[src/rtl/image_chunk_reassembly_control_macros.svh]
// Assertion macros for the image chunk reassembly control block.
// Both macros clock on i_clk and are disabled while i_rst_n is low.
`ifndef IMAGE_CHUNK_REASSEMBLY_CONTROL_MACROS_SVH
`define IMAGE_CHUNK_REASSEMBLY_CONTROL_MACROS_SVH
`ifndef SYNTH
// same-cycle implication
`define ICRC_ASSERT_NOW(label, ante, cons) \
    label: assert property (@(posedge i_clk) disable iff (!i_rst_n) (ante) |-> (cons)) \
        else $error("icrc: same-cycle check failed");
// next-cycle implication
`define ICRC_ASSERT_NEXT(label, ante, cons) \
    label: assert property (@(posedge i_clk) disable iff (!i_rst_n) (ante) |=> (cons)) \
        else $error("icrc: next-cycle check failed");
`else
`define ICRC_ASSERT_NOW(label, ante, cons)
`define ICRC_ASSERT_NEXT(label, ante, cons)
`endif
`endif

[src/rtl/icrc_pkg.sv]
`default_nettype none
package icrc_pkg;

    // sizing
    localparam int CHUNK_BYTES   = 240;
    localparam int SEEN_WORDS    = 5;
    localparam int BUFFER_BYTES  = 65536;
    localparam int HEADER_BYTES  = 8;
    localparam int COMMAND_BYTES = 12;

    localparam int SEEN_BITS   = SEEN_WORDS * 32;
    localparam int SEEN_IDX_W  = $clog2(SEEN_BITS);
    localparam int EXP_BYTES_W = 17;
    localparam int OFF_W       = 24;
    localparam int CNT_W       = 16;
    localparam int PCT_W       = 7;
    localparam int NUM_W       = 23;
    localparam int DIV_STEPS   = PCT_W;
    localparam int STEP_W      = $clog2(DIV_STEPS);

    // packet kinds
    localparam logic [2:0] KIND_START = 3'd0;
    localparam logic [2:0] KIND_DATA  = 3'd1;
    localparam logic [2:0] KIND_END   = 3'd2;
    localparam logic [2:0] KIND_CMD   = 3'd3;

    // command codes
    localparam logic [7:0] CMD_BRIGHTNESS = 8'd0;

    // event codes
    localparam logic [2:0] EV_IGNORED  = 3'd0;
    localparam logic [2:0] EV_STARTED  = 3'd1;
    localparam logic [2:0] EV_FAILED   = 3'd2;
    localparam logic [2:0] EV_TAKEN    = 3'd3;
    localparam logic [2:0] EV_DUP      = 3'd4;
    localparam logic [2:0] EV_ENDED    = 3'd5;
    localparam logic [2:0] EV_BRIGHT   = 3'd6;
    localparam logic [2:0] EV_UNKNOWN  = 3'd7;

    // input tdata layout
    localparam int IN_DATA_W    = 104;
    localparam int IN_PLEN_LSB  = 0;
    localparam int IN_IMG_LSB   = 8;
    localparam int IN_SEQ_LSB   = 24;
    localparam int IN_TOTAL_LSB = 40;
    localparam int IN_BYTES_LSB = 56;
    localparam int IN_CMD_LSB   = 76;
    localparam int IN_ARGC_LSB  = 84;
    localparam int IN_ARG_LSB   = 92;

    // output tdata layout
    localparam int OUT_DATA_W     = 64;
    localparam int OUT_WEN_BIT    = 0;
    localparam int OUT_WOFF_LSB   = 1;
    localparam int OUT_WLEN_LSB   = 17;
    localparam int OUT_DREQ_BIT   = 25;
    localparam int OUT_DBYTES_LSB = 26;
    localparam int OUT_PWMV_BIT   = 42;
    localparam int OUT_PWM_LSB    = 43;
    localparam int OUT_BUSY_BIT   = 51;
    localparam int OUT_DONE_BIT   = 52;
    localparam int OUT_PCT_LSB    = 53;

    typedef enum logic [2:0] {
        S_IDLE,
        S_EXEC,
        S_LOAD,
        S_DIV,
        S_DONE
    } t_state;

    // controller to datapath
    typedef struct packed {
        logic capture;
        logic exec;
        logic div_start;
        logic emit;
    } t_dp_cmd;

    // datapath to controller
    typedef struct packed {
        logic div_busy;
        logic out_free;
    } t_dp_status;

    // clamp request to 1..10, active-low level (10-b)*204/9
    function automatic logic [7:0] pwm_from_arg(input logic [7:0] arg);
        logic [3:0] b;
        logic [7:0] lvl;
        begin
            if (arg < 8'd1) begin
                b = 4'd1;
            end else if (arg > 8'd10) begin
                b = 4'd10;
            end else begin
                b = arg[3:0];
            end
            case (b)
                4'd1:    lvl = 8'd204;
                4'd2:    lvl = 8'd181;
                4'd3:    lvl = 8'd158;
                4'd4:    lvl = 8'd136;
                4'd5:    lvl = 8'd113;
                4'd6:    lvl = 8'd90;
                4'd7:    lvl = 8'd68;
                4'd8:    lvl = 8'd45;
                4'd9:    lvl = 8'd22;
                default: lvl = 8'd0;
            endcase
            return lvl;
        end
    endfunction

endpackage
`default_nettype wire

[src/rtl/image_chunk_reassembly_control.sv]
`default_nettype none
// Channel   Dir  tdata / tuser contents
// s_axis    in   packet header fields, tuser = packet kind
// m_axis    out  write, decode, pwm, status and progress, tuser = event code
//
// One item at a time: from the input transfer to the result in the output
// register an item passes capture, state update, product load, the 7 steps of
// the progress divider, a check that the divider is idle and the result load,
// and the next input transfer is taken only after that result load. The
// divider loop is the longest part of this sequence.
// Reset (i_rst_n low, synchronous) closes any transfer and clears the bitmap.
// A waiting result does not block the next input transfer; that item then
// holds before its result load until the output register is taken.
module image_chunk_reassembly_control
    import icrc_pkg::*;
(
    input  wire logic                  i_clk,
    input  wire logic                  i_rst_n,
    input  wire logic                  s_axis_tvalid,
    output logic                       s_axis_tready,
    // packet_length, image_number, chunk_sequence, chunk_total, image_bytes,
    // command_code, command_arg_count, command_arg, zero pad
    input  wire logic [IN_DATA_W-1:0]  s_axis_tdata,
    // packet_kind
    input  wire logic [2:0]            s_axis_tuser,
    output logic                       m_axis_tvalid,
    input  wire logic                  m_axis_tready,
    // write_enable, write_offset, write_length, decode_request, decode_bytes,
    // pwm_valid, pwm_level, busy_receiving, transfer_done, progress_percent,
    // zero pad
    output logic [OUT_DATA_W-1:0]      m_axis_tdata,
    // event_code
    output logic [2:0]                 m_axis_tuser
);

`include "image_chunk_reassembly_control_macros.svh"

    t_dp_cmd    w_cmd;
    t_dp_status w_status;

    icrc_ctrl u_ctrl (
        .i_clk      (i_clk),
        .i_rst_n    (i_rst_n),
        .i_in_valid (s_axis_tvalid),
        .o_in_ready (s_axis_tready),
        .i_status   (w_status),
        .o_cmd      (w_cmd)
    );

    icrc_dp u_dp (
        .i_clk    (i_clk),
        .i_rst_n  (i_rst_n),
        .i_cmd    (w_cmd),
        .o_status (w_status),
        .i_kind   (s_axis_tuser),
        .i_data   (s_axis_tdata),
        .o_valid  (m_axis_tvalid),
        .i_ready  (m_axis_tready),
        .o_data   (m_axis_tdata),
        .o_event  (m_axis_tuser)
    );

    // checks
    `ICRC_ASSERT_NEXT(a_one_item, s_axis_tvalid && s_axis_tready, !s_axis_tready)
    `ICRC_ASSERT_NOW(a_no_overwrite, w_cmd.emit, w_status.out_free)
    `ICRC_ASSERT_NOW(a_decode_closes, m_axis_tvalid && m_axis_tdata[OUT_DREQ_BIT], !m_axis_tdata[OUT_BUSY_BIT] && m_axis_tdata[OUT_DONE_BIT])
    `ICRC_ASSERT_NOW(a_pwm_event, m_axis_tvalid && m_axis_tdata[OUT_PWMV_BIT], m_axis_tuser == EV_BRIGHT)
    `ICRC_ASSERT_NOW(a_write_event, m_axis_tvalid && m_axis_tdata[OUT_WEN_BIT], m_axis_tuser == EV_TAKEN)

endmodule
`default_nettype wire

[src/rtl/icrc_div.sv]
`default_nettype none
// Restoring divider, one quotient bit per cycle, quotient known below 2**PCT_W
module icrc_div
    import icrc_pkg::*;
(
    input  wire logic             i_clk,
    input  wire logic             i_rst_n,
    input  wire logic             i_start,
    input  wire logic [NUM_W-1:0] i_num,
    input  wire logic [CNT_W-1:0] i_den,
    output logic                  o_busy,
    output logic [PCT_W-1:0]      o_quot
);

    localparam int DSH_W = CNT_W + PCT_W - 1;

    logic              r_busy;
    logic [STEP_W-1:0] r_step;
    logic [NUM_W-1:0]  r_rem;
    logic [DSH_W-1:0]  r_dsh;
    logic [PCT_W-1:0]  r_quot;
    logic              w_fit;

    assign w_fit  = r_rem >= NUM_W'(r_dsh);
    assign o_busy = r_busy;
    assign o_quot = r_quot;

    // step control
    always_ff @(posedge i_clk) begin
        if (!i_rst_n) begin
            r_busy <= 1'b0;
            r_step <= '0;
        end else if (i_start) begin
            r_busy <= 1'b1;
            r_step <= STEP_W'(DIV_STEPS - 1);
        end else if (r_busy) begin
            if (r_step == '0) begin
                r_busy <= 1'b0;
            end else begin
                r_step <= r_step - 1'b1;
            end
        end
    end

    // remainder, shifted divisor and quotient
    always_ff @(posedge i_clk) begin
        if (i_start) begin
            r_rem  <= i_num;
            r_dsh  <= {i_den, {(PCT_W-1){1'b0}}};
            r_quot <= '0;
        end else if (r_busy) begin
            if (w_fit) begin
                r_rem <= r_rem - NUM_W'(r_dsh);
            end
            r_quot <= {r_quot[PCT_W-2:0], w_fit};
            r_dsh  <= r_dsh >> 1;
        end
    end

endmodule
`default_nettype wire

[src/rtl/icrc_dp.sv]
`default_nettype none
// Datapath: packet capture, reassembly state, result build, progress divide
module icrc_dp
    import icrc_pkg::*;
(
    input  wire logic                  i_clk,
    input  wire logic                  i_rst_n,
    input  wire t_dp_cmd               i_cmd,
    output t_dp_status                 o_status,
    input  wire logic [2:0]            i_kind,
    input  wire logic [IN_DATA_W-1:0]  i_data,
    output logic                       o_valid,
    input  wire logic                  i_ready,
    output logic [OUT_DATA_W-1:0]      o_data,
    output logic [2:0]                 o_event
);

    // captured packet
    logic [2:0]       r_kind;
    logic [7:0]       r_plen;
    logic [15:0]      r_img;
    logic [15:0]      r_seq;
    logic [15:0]      r_total;
    logic [19:0]      r_bytes;
    logic [7:0]       r_cmd;
    logic [7:0]       r_argc;
    logic [7:0]       r_arg;
    logic [OFF_W-1:0] r_off;

    // reassembly state
    logic                   r_recv,    n_recv;
    logic                   r_cmpl,    n_cmpl;
    logic                   r_held,    n_held;
    logic [15:0]            r_cur_img, n_cur_img;
    logic [CNT_W-1:0]       r_exp_ch,  n_exp_ch;
    logic [EXP_BYTES_W-1:0] r_exp_by,  n_exp_by;
    logic [CNT_W-1:0]       r_cnt,     n_cnt;
    logic [SEEN_BITS-1:0]   r_seen,    n_seen;

    // result of the update step
    logic [2:0]  r_ev,    n_ev;
    logic        r_wen,   n_wen;
    logic [15:0] r_woff,  n_woff;
    logic [7:0]  r_wlen,  n_wlen;
    logic        r_dreq,  n_dreq;
    logic [15:0] r_dby,   n_dby;
    logic        r_pwmv,  n_pwmv;
    logic [7:0]  r_pwm,   n_pwm;

    // progress
    logic             r_pct_zero;
    logic             r_pct_sat;
    logic             w_div_busy;
    logic [PCT_W-1:0] w_quot;
    logic [PCT_W-1:0] w_pct;
    logic [NUM_W-1:0] w_num;

    // output register
    logic                  r_valid;
    logic [OUT_DATA_W-1:0] r_data;
    logic [2:0]            r_event;

    // scratch of the update step
    logic                   w_match;
    logic                   w_in_map;
    logic                   w_dup;
    logic [EXP_BYTES_W-1:0] w_len;
    logic [CNT_W-1:0]       w_cnt_inc;
    logic                   w_close;
    logic                   w_decode;

    assign o_status.div_busy = w_div_busy;
    assign o_status.out_free = !r_valid || i_ready;
    assign o_valid = r_valid;
    assign o_data  = r_data;
    assign o_event = r_event;

    // capture on the input transfer, offset product registered here
    always_ff @(posedge i_clk) begin
        if (i_cmd.capture) begin
            r_kind  <= i_kind;
            r_plen  <= i_data[IN_PLEN_LSB  +: 8];
            r_img   <= i_data[IN_IMG_LSB   +: 16];
            r_seq   <= i_data[IN_SEQ_LSB   +: 16];
            r_total <= i_data[IN_TOTAL_LSB +: 16];
            r_bytes <= i_data[IN_BYTES_LSB +: 20];
            r_cmd   <= i_data[IN_CMD_LSB   +: 8];
            r_argc  <= i_data[IN_ARGC_LSB  +: 8];
            r_arg   <= i_data[IN_ARG_LSB   +: 8];
            r_off   <= OFF_W'(i_data[IN_SEQ_LSB +: 16]) * OFF_W'(CHUNK_BYTES);
        end
    end

    assign w_match   = r_recv && (r_img == r_cur_img);
    assign w_in_map  = r_seq < 16'(SEEN_BITS);
    assign w_dup     = w_in_map && r_seen[r_seq[SEEN_IDX_W-1:0]];
    assign w_len     = r_exp_by - EXP_BYTES_W'(r_off);
    assign w_cnt_inc = (r_cnt != {CNT_W{1'b1}}) ? r_cnt + 1'b1 : r_cnt;

    // packet decode and state update
    always_comb begin
        n_recv    = r_recv;
        n_cmpl    = r_cmpl;
        n_held    = r_held;
        n_cur_img = r_cur_img;
        n_exp_ch  = r_exp_ch;
        n_exp_by  = r_exp_by;
        n_cnt     = r_cnt;
        n_seen    = r_seen;
        n_ev      = EV_IGNORED;
        n_wen     = 1'b0;
        n_woff    = '0;
        n_wlen    = '0;
        n_pwmv    = 1'b0;
        n_pwm     = '0;
        w_close   = 1'b0;
        w_decode  = 1'b0;
        if (r_plen >= 8'(HEADER_BYTES)) begin
            case (r_kind)
                KIND_START: begin
                    n_cur_img = r_img;
                    n_exp_ch  = r_total;
                    n_cnt     = '0;
                    n_seen    = '0;
                    n_cmpl    = 1'b0;
                    if ({1'b0, r_bytes} > 21'(BUFFER_BYTES)) begin
                        n_exp_by = '0;
                        n_recv   = 1'b0;
                        n_held   = 1'b0;
                        n_ev     = EV_FAILED;
                    end else begin
                        n_exp_by = r_bytes[EXP_BYTES_W-1:0];
                        n_recv   = 1'b1;
                        n_held   = 1'b1;
                        n_ev     = EV_STARTED;
                    end
                end
                KIND_DATA: begin
                    if (w_match) begin
                        if (w_dup) begin
                            n_ev = EV_DUP;
                        end else begin
                            if (w_in_map) begin
                                n_seen[r_seq[SEEN_IDX_W-1:0]] = 1'b1;
                            end
                            n_ev = EV_TAKEN;
                            // no write once the offset reaches the byte total
                            if (r_held && (r_off < OFF_W'(r_exp_by))) begin
                                n_wen  = 1'b1;
                                n_woff = r_off[15:0];
                                n_wlen = (w_len > EXP_BYTES_W'(CHUNK_BYTES)) ?
                                         8'(CHUNK_BYTES) : w_len[7:0];
                            end
                            n_cnt = w_cnt_inc;
                            if ((w_cnt_inc >= r_exp_ch) && r_held) begin
                                w_close  = 1'b1;
                                w_decode = 1'b1;
                            end
                        end
                    end
                end
                KIND_END: begin
                    if (w_match) begin
                        n_ev     = EV_ENDED;
                        w_close  = 1'b1;
                        w_decode = r_cnt >= r_total;
                    end
                end
                KIND_CMD: begin
                    if (r_plen >= 8'(COMMAND_BYTES)) begin
                        if (r_cmd == CMD_BRIGHTNESS) begin
                            if (r_argc >= 8'd1) begin
                                n_ev   = EV_BRIGHT;
                                n_pwmv = 1'b1;
                                n_pwm  = pwm_from_arg(r_arg);
                            end
                        end else begin
                            n_ev = EV_UNKNOWN;
                        end
                    end
                end
                default: begin
                    n_ev = EV_UNKNOWN;
                end
            endcase
        end
        // closing a transfer, decode only with a held buffer
        n_dreq = w_close && w_decode && r_held;
        n_dby  = (n_dreq) ? ((r_exp_by > EXP_BYTES_W'(16'hFFFF)) ?
                 16'hFFFF : r_exp_by[15:0]) : 16'd0;
        if (w_close) begin
            n_cmpl = 1'b1;
            n_recv = 1'b0;
            n_held = 1'b0;
        end
    end

    // reassembly state registers
    always_ff @(posedge i_clk) begin
        if (!i_rst_n) begin
            r_recv    <= 1'b0;
            r_cmpl    <= 1'b0;
            r_held    <= 1'b0;
            r_cur_img <= '0;
            r_exp_ch  <= '0;
            r_exp_by  <= '0;
            r_cnt     <= '0;
            r_seen    <= '0;
        end else if (i_cmd.exec) begin
            r_recv    <= n_recv;
            r_cmpl    <= n_cmpl;
            r_held    <= n_held;
            r_cur_img <= n_cur_img;
            r_exp_ch  <= n_exp_ch;
            r_exp_by  <= n_exp_by;
            r_cnt     <= n_cnt;
            r_seen    <= n_seen;
        end
    end

    // result fields of the update step
    always_ff @(posedge i_clk) begin
        if (i_cmd.exec) begin
            r_ev   <= n_ev;
            r_wen  <= n_wen;
            r_woff <= n_woff;
            r_wlen <= n_wlen;
            r_dreq <= n_dreq;
            r_dby  <= n_dby;
            r_pwmv <= n_pwmv;
            r_pwm  <= n_pwm;
        end
    end

    // progress: counted*100 / expected, clamped at 100, zero with no chunks expected
    assign w_num = NUM_W'(r_cnt) * NUM_W'(100);

    always_ff @(posedge i_clk) begin
        if (i_cmd.div_start) begin
            r_pct_zero <= r_exp_ch == '0;
            r_pct_sat  <= r_cnt >= r_exp_ch;
        end
    end

    icrc_div u_div (
        .i_clk   (i_clk),
        .i_rst_n (i_rst_n),
        .i_start (i_cmd.div_start),
        .i_num   (w_num),
        .i_den   (r_exp_ch),
        .o_busy  (w_div_busy),
        .o_quot  (w_quot)
    );

    assign w_pct = r_pct_zero ? '0 : (r_pct_sat ? PCT_W'(100) : w_quot);

    // output register
    always_ff @(posedge i_clk) begin
        if (!i_rst_n) begin
            r_valid <= 1'b0;
        end else if (i_cmd.emit) begin
            r_valid <= 1'b1;
        end else if (i_ready) begin
            r_valid <= 1'b0;
        end
    end

    // result word, fields from the lowest bit up, zero pad on top
    always_ff @(posedge i_clk) begin
        if (i_cmd.emit) begin
            r_event <= r_ev;
            r_data  <= {{(OUT_DATA_W-OUT_PCT_LSB-PCT_W){1'b0}}, w_pct, r_cmpl, r_recv,
                        r_pwm, r_pwmv, r_dby, r_dreq, r_wlen, r_woff, r_wen};
        end
    end

endmodule
`default_nettype wire

[src/rtl/icrc_ctrl.sv]
`default_nettype none
// Controller: sequences capture, update, progress divide and result load
module icrc_ctrl
    import icrc_pkg::*;
(
    input  wire logic       i_clk,
    input  wire logic       i_rst_n,
    input  wire logic       i_in_valid,
    output logic            o_in_ready,
    input  wire t_dp_status i_status,
    output t_dp_cmd         o_cmd
);

    t_state r_state, n_state;

    // state register
    always_ff @(posedge i_clk) begin
        if (!i_rst_n) begin
            r_state <= S_IDLE;
        end else begin
            r_state <= n_state;
        end
    end

    // next state
    always_comb begin
        n_state = r_state;
        case (r_state)
            S_IDLE: begin
                if (i_in_valid) begin
                    n_state = S_EXEC;
                end
            end
            S_EXEC: n_state = S_LOAD;
            S_LOAD: n_state = S_DIV;
            S_DIV: begin
                if (!i_status.div_busy) begin
                    n_state = S_DONE;
                end
            end
            S_DONE: begin
                if (i_status.out_free) begin
                    n_state = S_IDLE;
                end
            end
            default: n_state = S_IDLE;
        endcase
    end

    // outputs
    always_comb begin
        o_in_ready = 1'b0;
        o_cmd      = '0;
        case (r_state)
            S_IDLE: begin
                o_in_ready    = 1'b1;
                o_cmd.capture = i_in_valid;
            end
            S_EXEC: o_cmd.exec      = 1'b1;
            S_LOAD: o_cmd.div_start = 1'b1;
            S_DONE: o_cmd.emit      = i_status.out_free;
            default: ;
        endcase
    end

endmodule
`default_nettype wire

[config.mk]
export PLATFORM = sky130hd
export DESIGN_NAME = image_chunk_reassembly_control
export DESIGN_NICKNAME = d
export VERILOG_FILES = /design/src/rtl/icrc_pkg.sv /design/src/rtl/image_chunk_reassembly_control.sv /design/src/rtl/icrc_div.sv /design/src/rtl/icrc_dp.sv /design/src/rtl/icrc_ctrl.sv
export VERILOG_INCLUDE_DIRS = /design/src /design/src/rtl
export SDC_FILE = /design/constraint.sdc
export NUM_CORES = 1
export LEC_CHECK = 0
export ABC_AREA = 1
export BUFFER_PORTS_ARGS = -buffer_cell sky130_fd_sc_hd__buf_2
export CAP_MARGIN = 10
export CORE_AREA = 2 2 250 252
export DETAILED_ROUTE_END_ITERATION = 8
export DIE_AREA = 0 0 252 254
export SLEW_MARGIN = 0
export SYNTH_ARGS = -nofsm -noshare
export SYNTH_HDL_FRONTEND = slang
export SYNTH_SLANG_ARGS = --single-unit
[constraint.sdc]
create_clock -name i_clk -period 12.78 [get_ports i_clk]
set_input_delay 1.278 -clock i_clk [delete_from_list [all_inputs] [get_ports i_clk]]
set_output_delay 1.278 -clock i_clk [all_outputs]
set_load 0.005 [all_outputs]
==> results.rst <==
.. list-table::
   :header-rows: 1

   * - Metric
     - Value
   * - Global-route wire length before repair
     - around 110000 µm
   * - Area enclosed by the die boundary
     - approximately 64000 µm²
   * - Die height
     - around 250 µm
   * - Chip Width
     - roughly 250 µm
   * - Number of pins exceeding their max-slew limit in the final report
     - 0
   * - Sequence of cells on the critical path
     - buf_4, buf_4, nor2_4, a21oi_1, nand2_1, nand2_1, nand2_1, nor2_1, nor2_1, nor2_1, nand2_1, nor2_1, nand2_1, nand3_1, nand2_1, inv_4, buf_4, nand3_1, a21oi_1
   * - Final worst clock skew
     - between 0.04 and 0.05 ns
   * - Net switching fraction of the power
     - a little over a quarter
   * - Total power density per cell area
     - 143 nW/µm²
   * - Number of cells upsized or downsized after cts
     - 0
   * - Proportion of power drawn by the clock network
     - about two fifths
   * - Detailed-route wire length
     - about 70000 µm
   * - Result of the run
     - completed
   * - Number of placed cells counting well taps
     - a little over 4k
   * - Setup Slack @ Placement
     - 6.98 ns
   * - Unrepaired setup endpoints after global routing
     - no
   * - Count of placed standard cells in the final layout, fillers left out
     - between 4k and 5k
   * - Max transition margin
     - a little under a fifth
   * - Vias per Instance
     - roughly 5.3
   * - Vias in the first global route
     - roughly 21k
   * - Slowest cell on the critical path
     - sky130_fd_sc_hd__buf_4
   * - Clock network latency to the later pin of the worst-skew pair
     - approximately 0.64 ns
   * - Static Leakage
     - about 12 nW
   * - Largest stage delay on the critical path
     - 0.96 ns
   * - Internal Pwr Total
     - between 3 and 4 mW
   * - CP Data Arrival Time
     - roughly 6.4 ns
   * - Number of input and output port buffers inserted
     - approximately 170
   * - Path category of the worst min-delay check
     - register to register
   * - Synth-to-layout area growth
     - 12.6%
   * - Net Sw Power
     - about 1.2 mW
   * - Total power draw
     - approximately 4.4 mW
   * - Row count
     - about 90
   * - Crit path time final
     - roughly 5.9 ns
   * - Peak clock frequency supported by timing
     - 170 MHz
   * - Sum of overflow across all layers after global routing
     - 0
   * - Final antenna-violating net count
     - 0
   * - H-tree levels
     - 2
   * - Portion of the post-synthesis area used by sequential elements
     - between 40% and 50%
   * - Worst ir drop on vdd
     - between 0.1 and 0.15 mV
   * - Fin crit share
     - a little under half
   * - Warnings from Yosys
     - 0
   * - Kind of start point of the critical path
     - register
   * - Number of placed I/O pins
     - between 150 and 200
   * - Ys async rst share
     - 0%
   * - Kind of end point of the critical path
     - register
   * - Antenna violations before repair
     - 8
   * - Placed wire-length estimate
     - 48300 µm
   * - Number of enable flip-flop cells after synthesis
     - between 200 and 300
   * - RD Place Congestion
     - approximately 0.89
   * - Top cell by count, worst path
     - sky130_fd_sc_hd__nand2_1
   * - Total Routing Usage GR
     - a little over a fifth
   * - Fin. Hold Viols
     - 0
   * - Number of detailed-routing iterations run before antenna repair
     - 6
   * - Clock-pin slew on the worst setup and hold paths
     - 0.06 ns
   * - Total Negative Setup Slacks
     - 0 ns
   * - Number of storage elements in the synthesis netlist
     - just over 500
   * - Worst Tran Pin Value
     - ~1.2 ns
   * - Routed wire per std cell
     - 16.9 µm
   * - Portion of total power attributed to sequential cells
     - a little over two fifths
   * - Residual DRC
     - 0
   * - Most used DFF post-synth
     - sky130_fd_sc_hd__edfxtp_1
   * - Distinct cell type count of the synthesized netlist
     - 46
   * - Clock buffers created by TritonCTS
     - 57
   * - Buffer levels on the longest clock path
     - 3
   * - Core Region
     - between 60000 and 70000 µm²
   * - Commonest non-fill, non-tap cells in the layout
     - sky130_fd_sc_hd__nand2_1 (543), sky130_fd_sc_hd__inv_1 (463), sky130_fd_sc_hd__nor2_1 (347), sky130_fd_sc_hd__a21oi_1 (330), sky130_fd_sc_hd__edfxtp_1 (266)
   * - Quantity of hold-fixing buffers added after cts
     - 0
   * - Most common cell after layout, fill and taps aside
     - sky130_fd_sc_hd__nand2_1
   * - Number of nets at the end of the flow
     - about 3.7k
   * - Clock Sinks
     - 516
   * - Max-cap violation count
     - 0
   * - Netlist area before placement
     - around 27000 µm²
   * - Worst Setup Path Type
     - register to register
   * - Library cell used as clock root buffer
     - sky130_fd_sc_hd__clkbuf_16
   * - TritonCTS clock tree
     - built
   * - First-iteration detailed-routing DRC count
     - around 1.7k
   * - Final count of negative-setup-slack endpoints
     - 0
   * - Worst-path fanout max
     - about 110
   * - Post-layout worst setup margin
     - slightly below 7 ns
   * - Setup Buffers After CTS
     - 0
   * - Synthesized instance count
     - 3216
   * - Worst path required time
     - 13.28 ns
   * - Mean Syn Cell Area
     - roughly 8.5 µm²
   * - Combinational power share
     - between 10% and 20%
   * - Maximum number of pins on one net before global-route repair
     - between 100 and 150
   * - Number of vias after detailed routing
     - 22.0k
   * - Effective utilization at floorplan
     - between 40 and 50%
   * - Proportion of layout cells with a drive suffix above 1
     - ~8.9%
==> logic make-up (layout without fill, tap and decap cells) <==
| group | after synthesis | after routing | synth area share [%] |
|---|---|---|---|
| buffers and inverters | 607 | 761 | 9.00 |
| XOR/XNOR | 70 | 70 | 2.24 |
| AO/OA/AOI/OAI | 598 | 598 | 11.6 |
| flip-flops | 516 | 516 | 47.5 |
| adder cells (fa/ha/maj) | 219 | 219 | 11.2 |
| other | 1 | 12 | 0.0137 |
| multiplexers | 1 | 1 | 0.0366 |
| AND/OR/NAND/NOR | 1204 | 1204 | 18.3 |
==> power groups by stage <==
stage | Combinational, mW | Sequential (mW) | Clock [mW]
finish | 0.661 | 1.92 | 1.82
global route | 0.746 | 1.92 | 1.92
CTS | 0.663 | 1.92 | 1.87
detailed placement | 0.657 | 1.95 | 0
global placement | 0.645 | 1.95 | 0
floorplan | 0.482 | 1.94 | 0
==> per-stage QoR <==
| step | util, % | hold WS (ns) | cell area (µm²) |
|---|---|---|---|
| after floorplan | - | 0.400 | 27400 |
| after global placement | 46.8 | 0.401 | 28700 |
| after detailed placement | 46.8 | 0.406 | 28700 |
| after CTS | 50.2 | 0.416 | 30800 |
| after global routing | 50.2 | 0.428 | 30800 |
| final | 50.2 | 0.414 | 30800 |
==> path summary, 6_finish.rpt <==
check	start	end	slack (ns)	cells past startpoint
max	u_dp.r_seq[0]	u_dp.r_seen[139]	6.89	19
max reg2reg	u_dp.r_seq[0]	u_dp.r_seen[139]	6.89	19
min	u_dp.r_pwm[2]	u_dp.o_data[45]	0.41	0
min reg2reg	u_dp.r_pwm[2]	u_dp.o_data[45]	0.41	0
==> metal layers <==
metal  wire length (µm)  share of wire [%]  GRT usage [%]  vias up
met5                 31              0.044              0        -
met4               2650                3.7           9.15        4
met3               4040                5.7           3.35      134
met2              32900                 47           36.3      614
met1              31000                 44           28.7    10417
li1                   -                  -              -    10851
==> final cells by class <==
| class | instances | area (µm²) |
|---|---|---|
| multi-input cells | 2100 | 11900 |
| inverters | 471 | 1770 |
| clock inverters | 37 | 584 |
| clock buffers | 70 | 1520 |
| diodes | 4 | 10.0 |
| well taps | 790 | 988 |
| flip-flops and latches | 516 | 13000 |
| repair buffers | 183 | 961 |
| fillers | 5770 | 30500 |
==> Yosys cell counts (all sizes together) (2+ instances only) <==
library cell | number | area, µm²
nand2 | 546 | 2050
inv | 469 | 1760
nor2 | 349 | 1320
a21oi | 330 | 1650
edfxtp | 266 | 7990
dfxtp | 250 | 5000
nand3 | 221 | 1110
ha | 177 | 2210
o21ai | 175 | 876
clkbuf | 78 | 293
buf | 58 | 398
xor2 | 57 | 499
fa | 42 | 841
nor3 | 32 | 165
o22ai | 32 | 200
nand4 | 23 | 144
nor4 | 23 | 144
a211oi | 19 | 143
xnor2 | 13 | 114
o211ai | 9 | 67.6
a31oi | 7 | 43.8
a21boi | 6 | 45.0
or2 | 6 | 37.5
a21o | 4 | 30.0
o21a | 4 | 30.0
o21bai | 4 | 30.0
o2111ai | 3 | 26.3
o31ai | 3 | 22.5
clkinv | 2 | 7.51
nand3b | 2 | 27.5
==> worst max-delay path, delay by kind of cell, from the launching register on <==
family	cells	cell delay, ns
flip-flops	1	0.32
AO/OA/AOI/OAI	2	0.40
AND/OR/NAND/NOR	13	2.05
buffers and inverters	4	2.81
==> state kept, by name, indices dropped and copies added, names as in the netlist, 8 cells and up <==
signal	count
u_dp.r_seen	160
u_dp.o_data	55
u_dp.u_div.r_rem	23
u_dp.u_div.r_dsh	22
u_dp.r_bytes	20
u_dp.r_off	19
u_dp.r_exp_by	17
u_dp.r_cnt	16
u_dp.r_cur_img	16
u_dp.r_dby	16
u_dp.r_exp_ch	16
u_dp.r_img	16
u_dp.r_seq	16
u_dp.r_total	16
u_dp.r_woff	12
u_dp.r_arg	8
u_dp.r_argc	8
u_dp.r_cmd	8
u_dp.r_wlen	8
Note: power is estimated with default switching activity, not from simulation.
